[src/rtl/sslp_pkg.sv]
`timescale 1ns / 1ps
// shared types, character codes and decode helpers for the status line parser
package sslp_pkg;

  // line buffer length, positions at LineLen-1 and beyond are dropped
  localparam int unsigned LineLen = 32;
  localparam int unsigned PosW    = $clog2(LineLen);

  typedef logic [PosW-1:0] pos_t;

  localparam pos_t PosLast   = pos_t'(LineLen - 1);
  localparam pos_t PosCmdHi  = pos_t'(3);
  localparam pos_t PosCmdLo  = pos_t'(4);
  localparam pos_t PosValue  = pos_t'(5);
  localparam pos_t PosMinLen = pos_t'(5);

  localparam logic [7:0] CharNul    = 8'h00;
  localparam logic [7:0] CharTab    = 8'h09;
  localparam logic [7:0] CharLf     = 8'h0a;
  localparam logic [7:0] CharCr     = 8'h0d;
  localparam logic [7:0] CharSpace  = 8'h20;
  localparam logic [7:0] CharPlus   = 8'h2b;
  localparam logic [7:0] CharMinus  = 8'h2d;
  localparam logic [7:0] CharZero   = 8'h30;
  localparam logic [7:0] CharNine   = 8'h39;
  localparam logic [7:0] CharColon  = 8'h3a;
  localparam logic [7:0] CharUpperA = 8'h41;
  localparam logic [7:0] CharUpperF = 8'h46;
  localparam logic [7:0] CharLowerA = 8'h61;
  localparam logic [7:0] CharLowerF = 8'h66;

  localparam logic [7:0] HexUpperOffset = 8'd55;
  localparam logic [7:0] HexLowerOffset = 8'd87;

  // command codes, as read from positions 3 and 4
  localparam logic [6:0] CodeRelays     = 7'd1;
  localparam logic [6:0] CodeRoomTemp   = 7'd10;
  localparam logic [6:0] CodeOutdoor    = 7'd11;
  localparam logic [6:0] CodeLowerSrc   = 7'd12;
  localparam logic [6:0] CodeHotWater   = 7'd13;
  localparam logic [6:0] CodeHeatCirc   = 7'd14;
  localparam logic [6:0] CodeAlarms     = 7'd22;

  localparam logic [31:0] AlarmBias  = 32'd7;
  localparam logic [31:0] MagCap     = 32'h8000_0000;
  localparam logic [31:0] PosMax     = 32'h7fff_ffff;

  typedef enum logic [2:0] {
    KindRelays   = 3'd0,
    KindRoom     = 3'd1,
    KindOutdoor  = 3'd2,
    KindLowerSrc = 3'd3,
    KindHotWater = 3'd4,
    KindHeatCirc = 3'd5,
    KindAlarms   = 3'd6
  } reading_kind_e;

  typedef enum logic [1:0] {
    PhaseBlanks = 2'd0,
    PhaseDigits = 2'd1,
    PhaseDone   = 2'd2
  } phase_e;

  typedef struct packed {
    reading_kind_e kind;
    logic [31:0]   temp;
    logic [31:0]   hexw;
    logic          valid;
  } result_t;

  function automatic logic is_blank(input logic [7:0] c);
    return (c == CharSpace) || ((c >= CharTab) && (c <= CharCr));
  endfunction

  function automatic logic is_digit(input logic [7:0] c);
    return (c >= CharZero) && (c <= CharNine);
  endfunction

  function automatic logic [3:0] hex_value(input logic [7:0] c);
    logic [7:0] v;
    v = 8'd0;
    if (is_digit(c)) begin
      v = c - CharZero;
    end else if ((c >= CharUpperA) && (c <= CharUpperF)) begin
      v = c - HexUpperOffset;
    end else if ((c >= CharLowerA) && (c <= CharLowerF)) begin
      v = c - HexLowerOffset;
    end
    return v[3:0];
  endfunction

  // two-character atoi; a leading minus can never give a known code, so it reads as zero
  function automatic logic [6:0] command_code(input logic [7:0] c0, input logic [7:0] c1);
    logic [6:0] v;
    logic [6:0] d0;
    logic [6:0] d1;
    v  = 7'd0;
    d0 = {3'b000, c0[3:0]};
    d1 = {3'b000, c1[3:0]};
    if (is_blank(c0)) begin
      if (is_digit(c1)) begin
        v = d1;
      end
    end else if (c0 == CharPlus) begin
      if (is_digit(c1)) begin
        v = d1;
      end
    end else if (is_digit(c0)) begin
      if (is_digit(c1)) begin
        v = 7'((d0 << 3) + (d0 << 1) + d1);
      end else begin
        v = d0;
      end
    end
    return v;
  endfunction

endpackage

[src/rtl/sslp_in_stage.sv]
`timescale 1ns / 1ps
// input register holding one received byte
module sslp_in_stage import sslp_pkg::*; (
  input  logic       clk_i,
  input  logic       rst_ni,
  input  logic       in_valid_i,
  output logic       in_ready_o,
  input  logic [7:0] rx_byte_i,
  input  logic       advance_i,
  output logic       held_valid_o,
  output logic [7:0] held_byte_o
);

  logic       valid_q;
  logic       valid_d;
  logic [7:0] byte_q;
  logic       take;

  assign in_ready_o = !valid_q || advance_i;
  assign take       = in_valid_i && in_ready_o;

  always_comb begin
    valid_d = valid_q;
    if (take) begin
      valid_d = 1'b1;
    end else if (advance_i) begin
      valid_d = 1'b0;
    end
  end

  always_ff @(posedge clk_i or negedge rst_ni) begin
    if (!rst_ni) begin
      valid_q <= 1'b0;
    end else begin
      valid_q <= valid_d;
    end
  end

  always_ff @(posedge clk_i) begin
    if (take) begin
      byte_q <= rx_byte_i;
    end
  end

  assign held_valid_o = valid_q;
  assign held_byte_o  = byte_q;

endmodule

[src/rtl/sslp_line_decode.sv]
`timescale 1ns / 1ps
// line state, value accumulators and end-of-line decode
module sslp_line_decode import sslp_pkg::*; (
  input  logic       clk_i,
  input  logic       rst_ni,
  input  logic       fire_i,
  input  logic [7:0] byte_i,
  output logic       emit_o,
  output result_t    result_o
);

  pos_t        pos_q, pos_d;
  logic [7:0]  cmd_hi_q, cmd_hi_d;
  logic [7:0]  cmd_lo_q, cmd_lo_d;
  phase_e      phase_q, phase_d;
  logic        neg_q, neg_d;
  logic [31:0] acc_q, acc_d;
  logic [31:0] hex_q, hex_d;
  logic        flag_q, flag_d;

  // value feed, computed from the current state
  phase_e      f_phase;
  logic        f_neg;
  logic [31:0] f_acc;
  logic        take_digit;
  logic [35:0] acc_x10;
  logic [6:0]  code;
  logic [31:0] dec_val;

  always_comb begin
    f_phase    = phase_q;
    f_neg      = neg_q;
    f_acc      = acc_q;
    take_digit = 1'b0;
    acc_x10    = ({4'b0000, acc_q} << 3) + ({4'b0000, acc_q} << 1)
               + {32'd0, byte_i[3:0]};
    case (phase_q)
      PhaseBlanks: begin
        if (!is_blank(byte_i)) begin
          f_phase = PhaseDigits;
          if (byte_i == CharMinus) begin
            f_neg = 1'b1;
          end else if (byte_i != CharPlus) begin
            take_digit = 1'b1;
          end
        end
      end
      PhaseDigits: take_digit = 1'b1;
      default: ;
    endcase
    if (take_digit) begin
      if (is_digit(byte_i)) begin
        f_acc = (acc_x10 > {4'b0000, MagCap}) ? MagCap : acc_x10[31:0];
      end else begin
        f_phase = PhaseDone;
      end
    end
  end

  assign code = command_code(cmd_hi_q, cmd_lo_q);

  always_comb begin
    if (neg_q) begin
      dec_val = 32'd0 - acc_q;
    end else begin
      dec_val = acc_q[31] ? PosMax : acc_q;
    end
  end

  always_comb begin
    pos_d    = pos_q;
    cmd_hi_d = cmd_hi_q;
    cmd_lo_d = cmd_lo_q;
    phase_d  = phase_q;
    neg_d    = neg_q;
    acc_d    = acc_q;
    hex_d    = hex_q;
    flag_d   = flag_q;
    emit_o   = 1'b0;
    result_o = '{kind: KindRelays, temp: 32'd0, hexw: 32'd0, valid: flag_q};

    if (fire_i && (byte_i != CharNul) && (byte_i != CharLf)) begin
      if (byte_i == CharColon) begin
        // restart, the colon sits at position 0
        pos_d    = pos_t'(1);
        cmd_hi_d = 8'd0;
        cmd_lo_d = 8'd0;
        phase_d  = PhaseBlanks;
        neg_d    = 1'b0;
        acc_d    = 32'd0;
        hex_d    = 32'd0;
      end else if (byte_i == CharCr) begin
        if (pos_q > PosMinLen) begin
          emit_o = 1'b1;
          unique case (code)
            CodeRelays: begin
              result_o.kind = KindRelays;
              result_o.hexw = hex_q;
            end
            CodeRoomTemp: begin
              result_o.kind = KindRoom;
              result_o.temp = dec_val;
            end
            CodeOutdoor: begin
              result_o.kind = KindOutdoor;
              result_o.temp = dec_val;
            end
            CodeLowerSrc: begin
              result_o.kind = KindLowerSrc;
              result_o.temp = dec_val;
            end
            CodeHotWater: begin
              result_o.kind = KindHotWater;
              result_o.temp = dec_val;
            end
            CodeHeatCirc: begin
              result_o.kind = KindHeatCirc;
              result_o.temp = dec_val;
            end
            CodeAlarms: begin
              result_o.kind  = KindAlarms;
              result_o.hexw  = AlarmBias - hex_q;
              result_o.valid = 1'b1;
              flag_d         = 1'b1;
            end
            default: emit_o = 1'b0;
          endcase
        end
        pos_d    = '0;
        cmd_hi_d = 8'd0;
        cmd_lo_d = 8'd0;
        phase_d  = PhaseBlanks;
        neg_d    = 1'b0;
        acc_d    = 32'd0;
        hex_d    = 32'd0;
      end else if (pos_q < PosLast) begin
        if (pos_q == PosCmdHi) begin
          cmd_hi_d = byte_i;
        end else if (pos_q == PosCmdLo) begin
          cmd_lo_d = byte_i;
        end else if (pos_q >= PosValue) begin
          hex_d   = {hex_q[27:0], hex_value(byte_i)};
          phase_d = f_phase;
          neg_d   = f_neg;
          acc_d   = f_acc;
        end
        pos_d = pos_q + pos_t'(1);
      end
    end
  end

  always_ff @(posedge clk_i or negedge rst_ni) begin
    if (!rst_ni) begin
      pos_q    <= '0;
      cmd_hi_q <= 8'd0;
      cmd_lo_q <= 8'd0;
      phase_q  <= PhaseBlanks;
      neg_q    <= 1'b0;
      acc_q    <= 32'd0;
      hex_q    <= 32'd0;
      flag_q   <= 1'b0;
    end else begin
      pos_q    <= pos_d;
      cmd_hi_q <= cmd_hi_d;
      cmd_lo_q <= cmd_lo_d;
      phase_q  <= phase_d;
      neg_q    <= neg_d;
      acc_q    <= acc_d;
      hex_q    <= hex_d;
      flag_q   <= flag_d;
    end
  end

endmodule

[src/rtl/sslp_out_stage.sv]
`timescale 1ns / 1ps
// result register toward the output channel
module sslp_out_stage import sslp_pkg::*; (
  input  logic    clk_i,
  input  logic    rst_ni,
  input  logic    load_i,
  input  result_t result_i,
  input  logic    out_ready_i,
  output logic    out_valid_o,
  output result_t result_o
);

  logic    valid_q;
  logic    valid_d;
  result_t result_q;

  always_comb begin
    valid_d = valid_q;
    if (load_i) begin
      valid_d = 1'b1;
    end else if (out_ready_i) begin
      valid_d = 1'b0;
    end
  end

  always_ff @(posedge clk_i or negedge rst_ni) begin
    if (!rst_ni) begin
      valid_q <= 1'b0;
    end else begin
      valid_q <= valid_d;
    end
  end

  always_ff @(posedge clk_i) begin
    if (load_i) begin
      result_q <= result_i;
    end
  end

  assign out_valid_o = valid_q;
  assign result_o    = result_q;

endmodule

[src/rtl/serial_status_line_parser_unit.sv]
`timescale 1ns / 1ps
// top level of the serial status line parser
//
// Takes received bytes one at a time and collects them into a status line. A ':'
// restarts the line, newline and zero bytes are ignored, and a carriage return
// ends the line. A line longer than five characters is decoded by the command
// code at positions 3 and 4: relay bits (hex), five temperature kinds (signed
// decimal tenths, saturated), or alarm bits (7 minus the hex value), which also
// raise the sticky readings_valid flag. Unknown codes and short lines give no
// word. Timing: a byte goes through an input register, combinational decode
// logic and a result register, which loads the word when its carriage return
// leaves the input register; the block takes one byte per cycle, limited only
// by the result register when a finished word is still waiting to be taken.
module serial_status_line_parser_unit import sslp_pkg::*; (
  input  logic               clk_i,
  input  logic               rst_ni,
  input  logic               in_valid_i,
  output logic               in_ready_o,
  input  logic [7:0]         rx_byte_i,
  output logic               out_valid_o,
  input  logic               out_ready_i,
  output logic [2:0]         reading_kind_o,
  output logic signed [31:0] temp_tenths_o,
  output logic [31:0]        hex_word_o,
  output logic               readings_valid_o
);

  logic       held_valid;
  logic [7:0] held_byte;
  logic       fire;
  logic       emit;
  result_t    dec_result;
  result_t    out_result;

  // a held byte moves on when the result register is free or being drained
  assign fire = held_valid && (!out_valid_o || out_ready_i);

  sslp_in_stage u_in_stage (
    .clk_i        (clk_i),
    .rst_ni       (rst_ni),
    .in_valid_i   (in_valid_i),
    .in_ready_o   (in_ready_o),
    .rx_byte_i    (rx_byte_i),
    .advance_i    (fire),
    .held_valid_o (held_valid),
    .held_byte_o  (held_byte)
  );

  // line position, command chars, decimal and hex accumulators, sticky flag
  sslp_line_decode u_line_decode (
    .clk_i    (clk_i),
    .rst_ni   (rst_ni),
    .fire_i   (fire),
    .byte_i   (held_byte),
    .emit_o   (emit),
    .result_o (dec_result)
  );

  sslp_out_stage u_out_stage (
    .clk_i       (clk_i),
    .rst_ni      (rst_ni),
    .load_i      (emit),
    .result_i    (dec_result),
    .out_ready_i (out_ready_i),
    .out_valid_o (out_valid_o),
    .result_o    (out_result)
  );

  assign reading_kind_o   = out_result.kind;
  assign temp_tenths_o    = out_result.temp;
  assign hex_word_o       = out_result.hexw;
  assign readings_valid_o = out_result.valid;

`ifndef SYNTHESIS
  // a word is only produced by a carriage return that is moving on
  a_emit_on_cr : assert property (@(posedge clk_i) disable iff (!rst_ni)
    emit |-> (fire && (held_byte == CharCr)))
    else $error("result produced without a carriage return");

  // input backpressure only comes from a stalled result word
  a_stall_cause : assert property (@(posedge clk_i) disable iff (!rst_ni)
    !in_ready_o |-> (held_valid && out_valid_o && !out_ready_i))
    else $error("input stalled without a stalled result");

  // alarm words carry no temperature and always report the flag
  a_alarm_word : assert property (@(posedge clk_i) disable iff (!rst_ni)
    (out_valid_o && (reading_kind_o == KindAlarms)) |->
      ((temp_tenths_o == 32'sd0) && readings_valid_o))
    else $error("malformed alarm word");

  // the readings flag is sticky across successive words
  a_flag_sticky : assert property (@(posedge clk_i) disable iff (!rst_ni)
    (emit && out_valid_o && readings_valid_o) |=> readings_valid_o)
    else $error("readings flag dropped");
`endif

endmodule
[config.mk]
export PLATFORM = sky130hd
export DESIGN_NAME = serial_status_line_parser_unit
export DESIGN_NICKNAME = d
export VERILOG_FILES = /design/src/rtl/sslp_pkg.sv /design/src/rtl/sslp_in_stage.sv /design/src/rtl/sslp_line_decode.sv /design/src/rtl/sslp_out_stage.sv /design/src/rtl/serial_status_line_parser_unit.sv
export SDC_FILE = /design/constraint.sdc
export NUM_CORES = 1
export LEC_CHECK = 0
export BUFFER_PORTS_ARGS = -buffer_cell sky130_fd_sc_hd__buf_2
export CAP_MARGIN = 20
export CORE_AREA = 8 8 161 163
export DETAILED_ROUTE_END_ITERATION = 10
export DIE_AREA = 0 0 169 171
export GPL_TIMING_DRIVEN = 0
export HOLD_SLACK_MARGIN = 0.15
export PLACE_DENSITY = 0.69
export SKIP_CTS_REPAIR_TIMING = 1
export SLEW_MARGIN = 20
export SYNTH_ARGS = -nofsm -noshare
export SYNTH_HDL_FRONTEND = slang
export SYNTH_SLANG_ARGS = --single-unit
[constraint.sdc]
create_clock -name clk_i -period 8.15 [get_ports clk_i]
set_clock_uncertainty 0.05 [all_clocks]
set_input_delay 0.4075 -clock clk_i [delete_from_list [all_inputs] [get_ports clk_i]]
set_output_delay 0.4075 -clock clk_i [all_outputs]
set_load 0.05 [all_outputs]
Word-level counts from Yosys, hierarchy flattened. Cells that the tools add are included.

Divide/modulo/power cells: 0. Magnitude comparators: 18. Equal/unequal tests: 21. Multiply operators: 0. Muxes and demuxes: 76. $add $sub $neg: 10. Shift operators: 0. Reductions and logical operators: 40. Bitwise logic cells: 5.

Operators by type and width (number): $mux 32 (16); $mux 8 (9); $pmux 32 s2 (1); $eq 8x6->1 const B (5); $add 35x33->36 (1); $add 36x4->36 (1); $gt 36x32->1 const B (1); $eq 7x4->1 const B (5); $sub 1x32->32 const A (1); $sub 3x32->32 const A (1); $mux 31 (1); $mux 7 (4); $mux 1 (26); $ge 8x6->1 const B (3); $le 8x6->1 const B (3); $reduce_bool 3->1 (8); $mux 2 (10); $pmux 3 s6 (1); $ge 8x4->1 const B (2); $ge 8x7->1 const B (2); $le 8x4->1 const B (2); $le 8x7->1 const B (2); $mux 4 (4); $mux 5 (3); other kinds (35) (58).

Memories: 0. Flip-flop bits (word level): 167. Word-level logic and storage cells: 185. RAM bits: 0. Bits of input ports: 12. Memory bits (read-only): 0. Output and inout bits: 70. Bits in latches: 0.

Depth between registers and ports, before layout. Gate-level depths: netlist of run 1.

Depth after elaboration: 14. Mapped depth: 15. Mapped depth without buffers: 13.

Modules after synthesis. A second synthesis of run 1 with hierarchy kept.

Cells, all modules: 1138. Area total of the unflattened synthesis: 10877.9 sq um.

By module, submodules not included: sslp_line_decode (area each 8494.4 sq um, times used 1, cells each 1053, seq. area each 2227.1 sq um); sslp_out_stage (area each 2078.2 sq um, times used 1, cells each 71, seq. area each 2067.0 sq um); sslp_in_stage (area each 294.0 sq um, times used 1, cells each 12, seq. area each 265.3 sq um); serial_status_line_parser_unit (area each 11.3 sq um, times used 1, cells each 2, seq. area each 0.0 sq um).

Worst setup path before layout of run 1. No wires, ideal clock.

Kind: register to register. Start: reg u_line_decode.cmd_hi_q[0]. End: reg u_out_stage.result_q (netlist bit u_out_stage.result_o[0]) (enable). Required time: 7.672 ns. Setup time: 0.428 ns. Buffers on the path: 2. Data arrival time: 4.384 ns. Stages on the path, launching flop included: 12. Clock period less this slack: 4.861 ns. Setup slack: 3.289 ns. Path through: dfrtp_1 -> fa_1 -> fa_1 -> and4b_1 -> o21ai_0 -> a21o_1 -> a21o_1 -> or4_1 -> buf_2 -> clkbuf_1 -> and2_1 -> nand2_1.

Word-level cells in the longest chain between the ends: 13. Elaborated cells between the ends (all ways): 28. Classes of those cells: 2 x add/sub; 4 x order compare; 9 x eq/ne; 9 x mux; 4 x reduce/logical.

RTL lines: from (decl) (RTL line sslp_line_decode.sv:13) `logic [7:0] cmd_hi_q, cmd_hi_d;`; from (signal assigned) (RTL line sslp_line_decode.sv:164) `cmd_hi_q <= cmd_hi_d;`; $add 7x5->7 (RTL line sslp_pkg.sv:110) `v = 7'((d0 << 3) + (d0 << 1) + d1);`; $add 7x4->7 (RTL line sslp_pkg.sv:110); $mux 7 (RTL line sslp_pkg.sv:109) `if (is_digit(c1)) begin`; $mux 7 (RTL line sslp_pkg.sv:108) `end else if (is_digit(c0)) begin`; $mux 7 (RTL line sslp_pkg.sv:104) `end else if (c0 == CharPlus) begin`; $mux 7 (*) (RTL line sslp_pkg.sv:100) `if (is_blank(c0)) begin`; $eq 7x4->1, or another cell as far along (RTL line sslp_line_decode.sv:95) `unique case (code)`; $reduce_or 7->1 (no source line) (*); $mux 1 (*) (RTL line sslp_line_decode.sv:95); $mux 1 (*) (RTL line sslp_line_decode.sv:93) `if (pos_q > PosMinLen) begin`; $mux 1 (*) (RTL line sslp_line_decode.sv:92) `end else if (byte_i == CharCr) begin`; $mux 1 (*) (RTL line sslp_line_decode.sv:83) `if (byte_i == CharColon) begin`; $mux 1 (*) (RTL line sslp_line_decode.sv:82) `if (fire_i && (byte_i != CharNul) && (byte_i != CharLf)) begin`; named net emit (RTL line serial_status_line_parser_unit.sv:31) `logic emit;`; to (signal assigned) (RTL line sslp_out_stage.sv:36) `result_q <= result_i;`; to (decl) (RTL line sslp_out_stage.sv:15) `result_t result_q;`.

The timed path passes the listed nets; every way through them passes the cells marked *. A chain may end at the register's enable or synchronous reset.

Final worst setup path of run 1.
Start: reg u_in_stage.byte_q[3], in the netlist u_in_stage.held_byte_o[3]. End: reg u_line_decode.acc_q[2].

Word-level cells in the longest chain between the ends: 11. Elaborated cells between the ends (all ways): 38. Classes of those cells: 1 x add/sub; 5 x order compare; 8 x eq/ne; 13 x mux; 11 x reduce/logical.

RTL lines: from (decl) (RTL line sslp_in_stage.sv:16) `logic [7:0] byte_q;`; from (signal assigned) (RTL line sslp_in_stage.sv:41) `byte_q <= rx_byte_i;`; $add 36x4->36 (RTL line sslp_line_decode.sv:36) `+ {32'd0, byte_i[3:0]};`; $gt 36x32->1 (RTL line sslp_line_decode.sv:53) `f_acc = (acc_x10 > {4'b0000, MagCap}) ? MagCap : acc_x10[31:0];`; $mux 32 (RTL line sslp_line_decode.sv:53); $mux 32 (RTL line sslp_line_decode.sv:52) `if (is_digit(byte_i)) begin`; $mux 32 (RTL line sslp_line_decode.sv:51) `if (take_digit) begin`; $mux 32 (RTL line sslp_line_decode.sv:141) `end else if (pos_q >= PosValue) begin`; $mux 32 (RTL line sslp_line_decode.sv:139) `end else if (pos_q == PosCmdLo) begin`; $mux 32 (RTL line sslp_line_decode.sv:137) `if (pos_q == PosCmdHi) begin`; $mux 32 (RTL line sslp_line_decode.sv:136) `end else if (pos_q < PosLast) begin`; $mux 32 (RTL line sslp_line_decode.sv:92); $mux 32 (RTL line sslp_line_decode.sv:83); to (signal assigned) (RTL line sslp_line_decode.sv:159) `acc_q <= 32'd0;`; to (signal assigned) (RTL line sslp_line_decode.sv:168) `acc_q <= acc_d;`; to (decl) (RTL line sslp_line_decode.sv:17) `logic [31:0] acc_q, acc_d;`.

Several ways; a longest one is shown, not always the timed one. The select of a mux whose other input is x is not followed.

==> impl_metrics.tcl, run 1 <==
set metrics [dict create \
    fin_crit_sh 0.620 \
    wl_microns 29500 \
    syn_nets 1344 \
    start_kind "flip-flop" \
    period_needed_ps 5050 \
    finalSetupViolCount 0 \
    gr-usage-all-layers 0.201 \
    insertion_delay_ps 430 \
    initial_core_util 0.490 \
    r2r_cells 15 \
    yosysWarnings 0 \
    pin_count 82 \
    hold_viol 0 \
    nNetsFinal 1456 \
    path_class "flip-flop to flip-flop" \
    grt_pass1_vias 9155 \
    path_clk_slew_ps 70 \
    power_density_nw_per_um2 234 \
    syn2layout_area_growth_pct 13.7 \
    ir_worst_vdd_mv 0.159 \
    worstPathArrival_ps 5300 \
    synth_flop_cell "dfrtp_1" \
    p_leak_nw 5.29 \
    finalMaxSlewViolations 0 \
    rows 56 \
    stdcell_count 1692 \
    grt_overflow 0 \
    fmax_mhz 198 \
    worstPathMaxFanout 10 \
    routed_via_density 5.91 \
    setup_ws_ps 3100 \
    syn_inst 1248 \
    dp_slack_ps 3230 \
    synth_seq_cells 167 \
    cts_tree "done" \
    clock-root-buffer "clkbuf_16" \
    worst_pin_slew_ps 960 \
    drt-initial-drc-count 814 \
    ant_nets 0 \
    avgRoutedWirePerCell_microns 17.4 \
    numClockSinks 167 \
    status "finished clean" \
    gp_congestion 0.877 \
    place_hpwl_microns 22900 \
    synth.avg_cell_area_sq_um 9.14 \
    ys_seq_area_frac 0.400 \
    die_h_microns 171 \
    yosysUniqueCellTypes 82 \
    grt_setup_unrepaired "false" \
    synth-edff-count 76 \
    hold_path_depth 3 \
    drc 0 \
    diodes 0 \
    maxSlewHeadroom 0.351 \
    critPathRequiredTime_ps 8400 \
    cp-end-kind "flip-flop" \
    cts_buffer_depth 2 \
    grt_max_degree 58 \
    grt_pass1_wl_microns 47100 \
    worstHoldPathType "primary input to flip-flop" \
    antenna_found_initial 0 \
    numCtsBuffers 17 \
    syn_area_sq_um 11400 \
    numPortBuffers 81 \
    finalSetupTns_ps 0 \
    numPlacedInstances 1650 \
    drive_above_1_share 0.117 \
    core_sq_um 23300 \
    first_pass_iters 6 \
    die_x_microns 169 \
    async_flop_share 0.545 \
    utilization 0.557 \
    die_area_sq_um 28900 \
    maxCapViolCount 0 \
    num_vias 10000 \
    cts_max_level 4 \
]
-- sequential cells by signal, summed over array words and instances (netlist names) --
name,cells
u_line_decode.flag_q,1
u_out_stage.out_valid_o,1
u_out_stage.result_o,68
u_line_decode.acc_q,32
u_line_decode.cmd_hi_q,8
u_line_decode.cmd_lo_q,8
u_in_stage.held_valid_o,1
u_line_decode.hex_q,32
u_line_decode.neg_q,1
u_in_stage.held_byte_o,8
u_line_decode.phase_q,2
u_line_decode.pos_q,5
-- layout by cell type, fill, tap and decap left out, types with 7 or more instances in the layout --
cell type,n
o31ai_1,24
and3_1,7
mux2i_1,8
nor2_1,107
dlygate4sd3_1,10
xnor2_1,18
o211ai_1,12
buf_2,86
mux2_2,14
a22o_1,37
clkbuf_16,17
nor4_1,11
nand4_1,18
a311oi_1,17
clkbuf_1,55
o21ai_0,98
xor2_1,12
a31oi_1,24
dfrtp_1,91
o22ai_1,9
edfxtp_1,76
o41ai_1,7
nand3_1,27
nand2_1,133
a21oi_1,71
nor2b_1,7
ha_1,80
o21a_1,10
or3_1,14
nor3_1,46
nand2b_1,26
a211oi_1,10
and2_1,13
inv_1,40
a21o_1,13
-- layer usage --
metal  track usage  wire length, microns
met1         0.273                 13800
met2         0.319                 13400
met3        0.0219                  1390
met4        0.0912                   923
met5             0                     0
-- final timing paths --
kind / slack, ps / startpoint / endpoint
setup / recovery: 3100 / u_in_stage.held_byte_o[3] / u_line_decode.acc_q[2]
hold / removal: 240 / out_ready_i / u_in_stage.held_valid_o
min in group asynchronous: 500 / rst_ni / u_line_decode.cmd_hi_q[3]
hold reg to reg: 410 / u_line_decode.flag_q / u_line_decode.flag_q
max in group asynchronous: 6900 / rst_ni / u_line_decode.acc_q[17]
setup reg to reg: 3100 / u_in_stage.held_byte_o[3] / u_line_decode.acc_q[2]
-- where the power goes --
| group | internal (W) | switching, W |
|---|---|---|
| registers | 0.000991 | 0.000173 |
| logic | 0.000410 | 0.000644 |
| clock network | 0.000459 | 0.000351 |
| total | 0.00186 | 0.00117 |
-- cell families after synthesis --
group,share of synthesized area
fa+ha+maj,0.0948
mux,0.0208
buf+inv,0.0359
simple gates,0.193
xor+xnor,0.0230
compound gates,0.232
flops,0.400
-- synth_stat cells, types with 5 or more instances --
| master | number | share of area |
|---|---|---|
| xor2_1 | 12 | 0.0092 |
| a311oi_1 | 17 | 0.013 |
| inv_1 | 40 | 0.013 |
| ha_1 | 80 | 0.088 |
| o22ai_1 | 9 | 0.0049 |
| o31ai_1 | 25 | 0.016 |
| nor2b_1 | 7 | 0.0038 |
| clkbuf_1 | 55 | 0.018 |
| a22o_1 | 37 | 0.028 |
| o21ai_0 | 98 | 0.043 |
| o211ai_1 | 12 | 0.0079 |
| nand3_1 | 27 | 0.012 |
| o21ai_1 | 6 | 0.0026 |
| nand2b_1 | 26 | 0.014 |
| mux2_2 | 14 | 0.014 |
| dfrtp_1 | 91 | 0.20 |
| or3_1 | 14 | 0.0077 |
| nand2_1 | 134 | 0.044 |
| a31oi_1 | 24 | 0.013 |
| a21o_1 | 13 | 0.0086 |
| a21oi_1 | 71 | 0.031 |
| edfxtp_1 | 76 | 0.20 |
| nor4_1 | 11 | 0.0060 |
| a211oi_1 | 10 | 0.0066 |
| buf_2 | 6 | 0.0026 |
| mux2i_1 | 8 | 0.0070 |
| o41ai_1 | 7 | 0.0054 |
| xnor2_1 | 18 | 0.014 |
| nand4_1 | 18 | 0.0099 |
| and2_1 | 13 | 0.0071 |
| nand3b_1 | 5 | 0.0033 |
| nor3_1 | 46 | 0.020 |
| o21a_1 | 10 | 0.0066 |
| and3_1 | 7 | 0.0038 |
| nor2_1 | 107 | 0.035 |
-- critical path, cell delays in order, from the launching register on --
cell      delay (ps)
edfxtp_1         350
clkbuf_1         370
inv_1            200
fa_1             650
inv_1             60
ha_1             300
a211oi_2         100
nor4_2           660
o21ai_0          190
a221oi_1         500
nor3b_1          100
a311oi_1         430
nor2_1           100
a41oi_1          410
buf_2            300
o21ai_0          130
-- area by class of cell --
type	instances	area (sq um)
plain buffers	65	259
clock buffers	17	425
clock inverters	15	170
fillers	2110	10300
inverters	40	150
multi-input cells	976	6450
flip-flops and latches	167	4560
well taps	319	399
repair buffers	93	556
-- through the flow --
stage	hold slack (ps)	total power, W	area (sq um)
final	237	0.00303	13000
after global routing	246	0.00322	13000
after floorplan	61.9	0.00196	11400
after detailed placement	394	0.00221	12300
after CTS	-30.2	0.00302	12900
after global placement	393	0.00218	12200
Power figures use the tool's default switching activity.
==> run 2: changes to the inputs <==
--- a/config.mk
+++ b/config.mk
@@ -12,7 +12,7 @@
 export DIE_AREA = 0 0 169 171
 export GPL_TIMING_DRIVEN = 0
 export HOLD_SLACK_MARGIN = 0.15
-export PLACE_DENSITY = 0.69
+export PLACE_DENSITY = 0.72
 export SKIP_CTS_REPAIR_TIMING = 1
 export SLEW_MARGIN = 20
 export SYNTH_ARGS = -nofsm -noshare
==> constraint.sdc (replaced) <==
create_clock -name clk_i -period 4.35 [get_ports clk_i]
set_clock_uncertainty 0.05 [all_clocks]
set_input_delay 0.2175 -clock clk_i [delete_from_list [all_inputs] [get_ports clk_i]]
set_output_delay 0.2175 -clock clk_i [all_outputs]
set_load 0.05 [all_outputs]
==> impl_metrics.tcl, run 2 (same netlist as run 1, synthesis figures left out) <==
set metrics [dict create \
    status "finished clean" \
    drt-met1-wl_microns 13800 \
    maxSlewHeadroom 0.321 \
    grt_pass1_wl_microns 48300 \
    place_area_sq_um 12300 \
    ant_nets 0 \
    wl_met2_microns 14300 \
    path_class "flip-flop to flip-flop" \
    path_buf_inv 2 \
    core_sq_um 23300 \
    numPortBuffers 81 \
    numCtsBuffers 17 \
    cp-end-kind "flip-flop" \
    final_common_cell "nand2_1" \
    fillCellCount 2060 \
    first_pass_iters 5 \
    syn2layout_area_growth_pct 15.5 \
    nNetsFinal 1461 \
    num_vias 10300 \
    period_needed_ps 4250 \
    p_leak_nw 5.40 \
    cp_cell_sequence "inv_1, fa_1, inv_1, ha_1, a211oi_4, nor4_4, o21ai_0, a221oi_2, o21ai_0, xnor2_1, nor4_2, a22o_1" \
    mostFrequentLayoutCells "133 x nand2_1, 107 x nor2_1, 97 x o21ai_0, 89 x dfrtp_1, 86 x buf_2" \
    cts_tree "done" \
    cts_buffer_depth 2 \
    antenna_found_initial 0 \
    seq_area_sq_um 4560 \
    grt_pass1_vias 9324 \
    avgRoutedWirePerCell_microns 17.8 \
    drt-initial-drc-count 1047 \
    grt_overflow 0 \
    largest_register_ffs 68 \
    finalMaxSlewViolations 0 \
    worstPathMaxFanout 9 \
    place_hpwl_microns 23100 \
    cpPeakStageDelay_ps 690 \
    drc 0 \
    start_kind "flip-flop" \
    ir_worst_vdd_mv 0.337 \
    die_area_sq_um 28900 \
    critPathRequiredTime_ps 4660 \
    fmax_mhz 236 \
    die_x_microns 169 \
    cts_max_level 4 \
    clock-root-buffer "clkbuf_16" \
    highest_layer "met4" \
    worst_pin_slew_ps 1020 \
    pin_count 82 \
    hold_slack_ps 183 \
    rows 56 \
    insertion_delay_ps 430 \
    grt_max_degree 63 \
    fin_crit_sh 0.976 \
    grt_setup_unrepaired "true" \
    finalSetupViolCount 0 \
    numClockSinks 167 \
    maxCapViolCount 0 \
    initial_core_util 0.490 \
    multiInputGateArea_sq_um 6590 \
    crit_family "compound AO/OA/AOI/OAI gates" \
    routed_via_density 6.06 \
    diodes 0 \
    die_h_microns 171 \
    wl_microns 30200 \
    finalSetupTns_ps 0 \
    drive_above_1_share 0.141 \
    path_clk_slew_ps 70 \
    hold_viol 0 \
    gp_congestion 0.957 \
    critPathSlowestCell "nor4_2" \
    gr-usage-all-layers 0.205 \
    wl_met3_microns 1620 \
    worstHoldPathType "primary input to flip-flop" \
    worstPathArrival_ps 4550 \
    power_density_nw_per_um2 428 \
    fin_area_sq_um 13200 \
]
run 2: cell count changes in the layout (fill, tap and decap cells not counted), moves of 3 or more:
cell and delta:
a211oi_1 -3, buf_4 +6, clkbuf_1 -6, clkbuf_2 +3, clkinv_4 +4, nand3_1 -3
nand3_2 +3
run 2: layer usage:
layer,GRT usage,vias up
met1,0.280,4919
met2,0.334,369
li1,-,4955
met3,0.0247,46
met5,0,-
met4,0.0658,0
run 2: final timing paths:
| kind | startpoint | to | slack [ps] | depth (start not counted) |
|---|---|---|---|---|
| setup / recovery | u_in_stage.held_byte_o[3] | u_line_decode.acc_q[27] | 100 | 12 |
| min in group asynchronous | rst_ni | u_line_decode.cmd_hi_q[3] | 220 | 2 |
| max in group asynchronous | rst_ni | u_line_decode.acc_q[18] | 3390 | 3 |
| hold reg to reg | u_line_decode.flag_q | u_line_decode.flag_q | 450 | 1 |
| setup reg to reg | u_in_stage.held_byte_o[3] | u_line_decode.acc_q[27] | 100 | 12 |
| hold / removal | out_ready_i | u_out_stage.out_valid_o | 180 | 3 |
run 2: final cells by class:
cell class                      instances  area share
Sequential cell                       167       0.346
Tap cell                              319      0.0303
Buffer                                 62      0.0191
Timing Repair Buffer                  101      0.0488
Clock buffer                           18      0.0333
Inverter                               40      0.0114
Clock inverter                         14      0.0106
Multi-Input combinational cell        976       0.500
run 2: worst reg2reg max path, stage by stage (launching register included):
cell and delay [ps]:
edfxtp_1 460, inv_1 160, fa_1 640, inv_1 70, ha_1 340, a211oi_4 90, nor4_4 360, o21ai_0 230
a221oi_2 400, o21ai_0 220, xnor2_1 200, nor4_2 690, a22o_1 250
run 2: report_power, final:
part           switching [W]  total (W)  internal [W]
clock               0.000637    0.00145      0.000816
combinational        0.00122    0.00200      0.000778
sequential          0.000329    0.00219       0.00186
run 2: through the flow:
stage          power (W)  cells  utilization  setup WS [ps]
2_1_floorplan    0.00366   1248            -            130
5_1_grt          0.00601   1697        0.566          -66.2
3_5_place_dp     0.00414   1650        0.528           -791
4_1_cts          0.00560   1682        0.553           -834
6_report         0.00564   1697        0.566            104
3_3_place_gp     0.00406   1648        0.525           -757
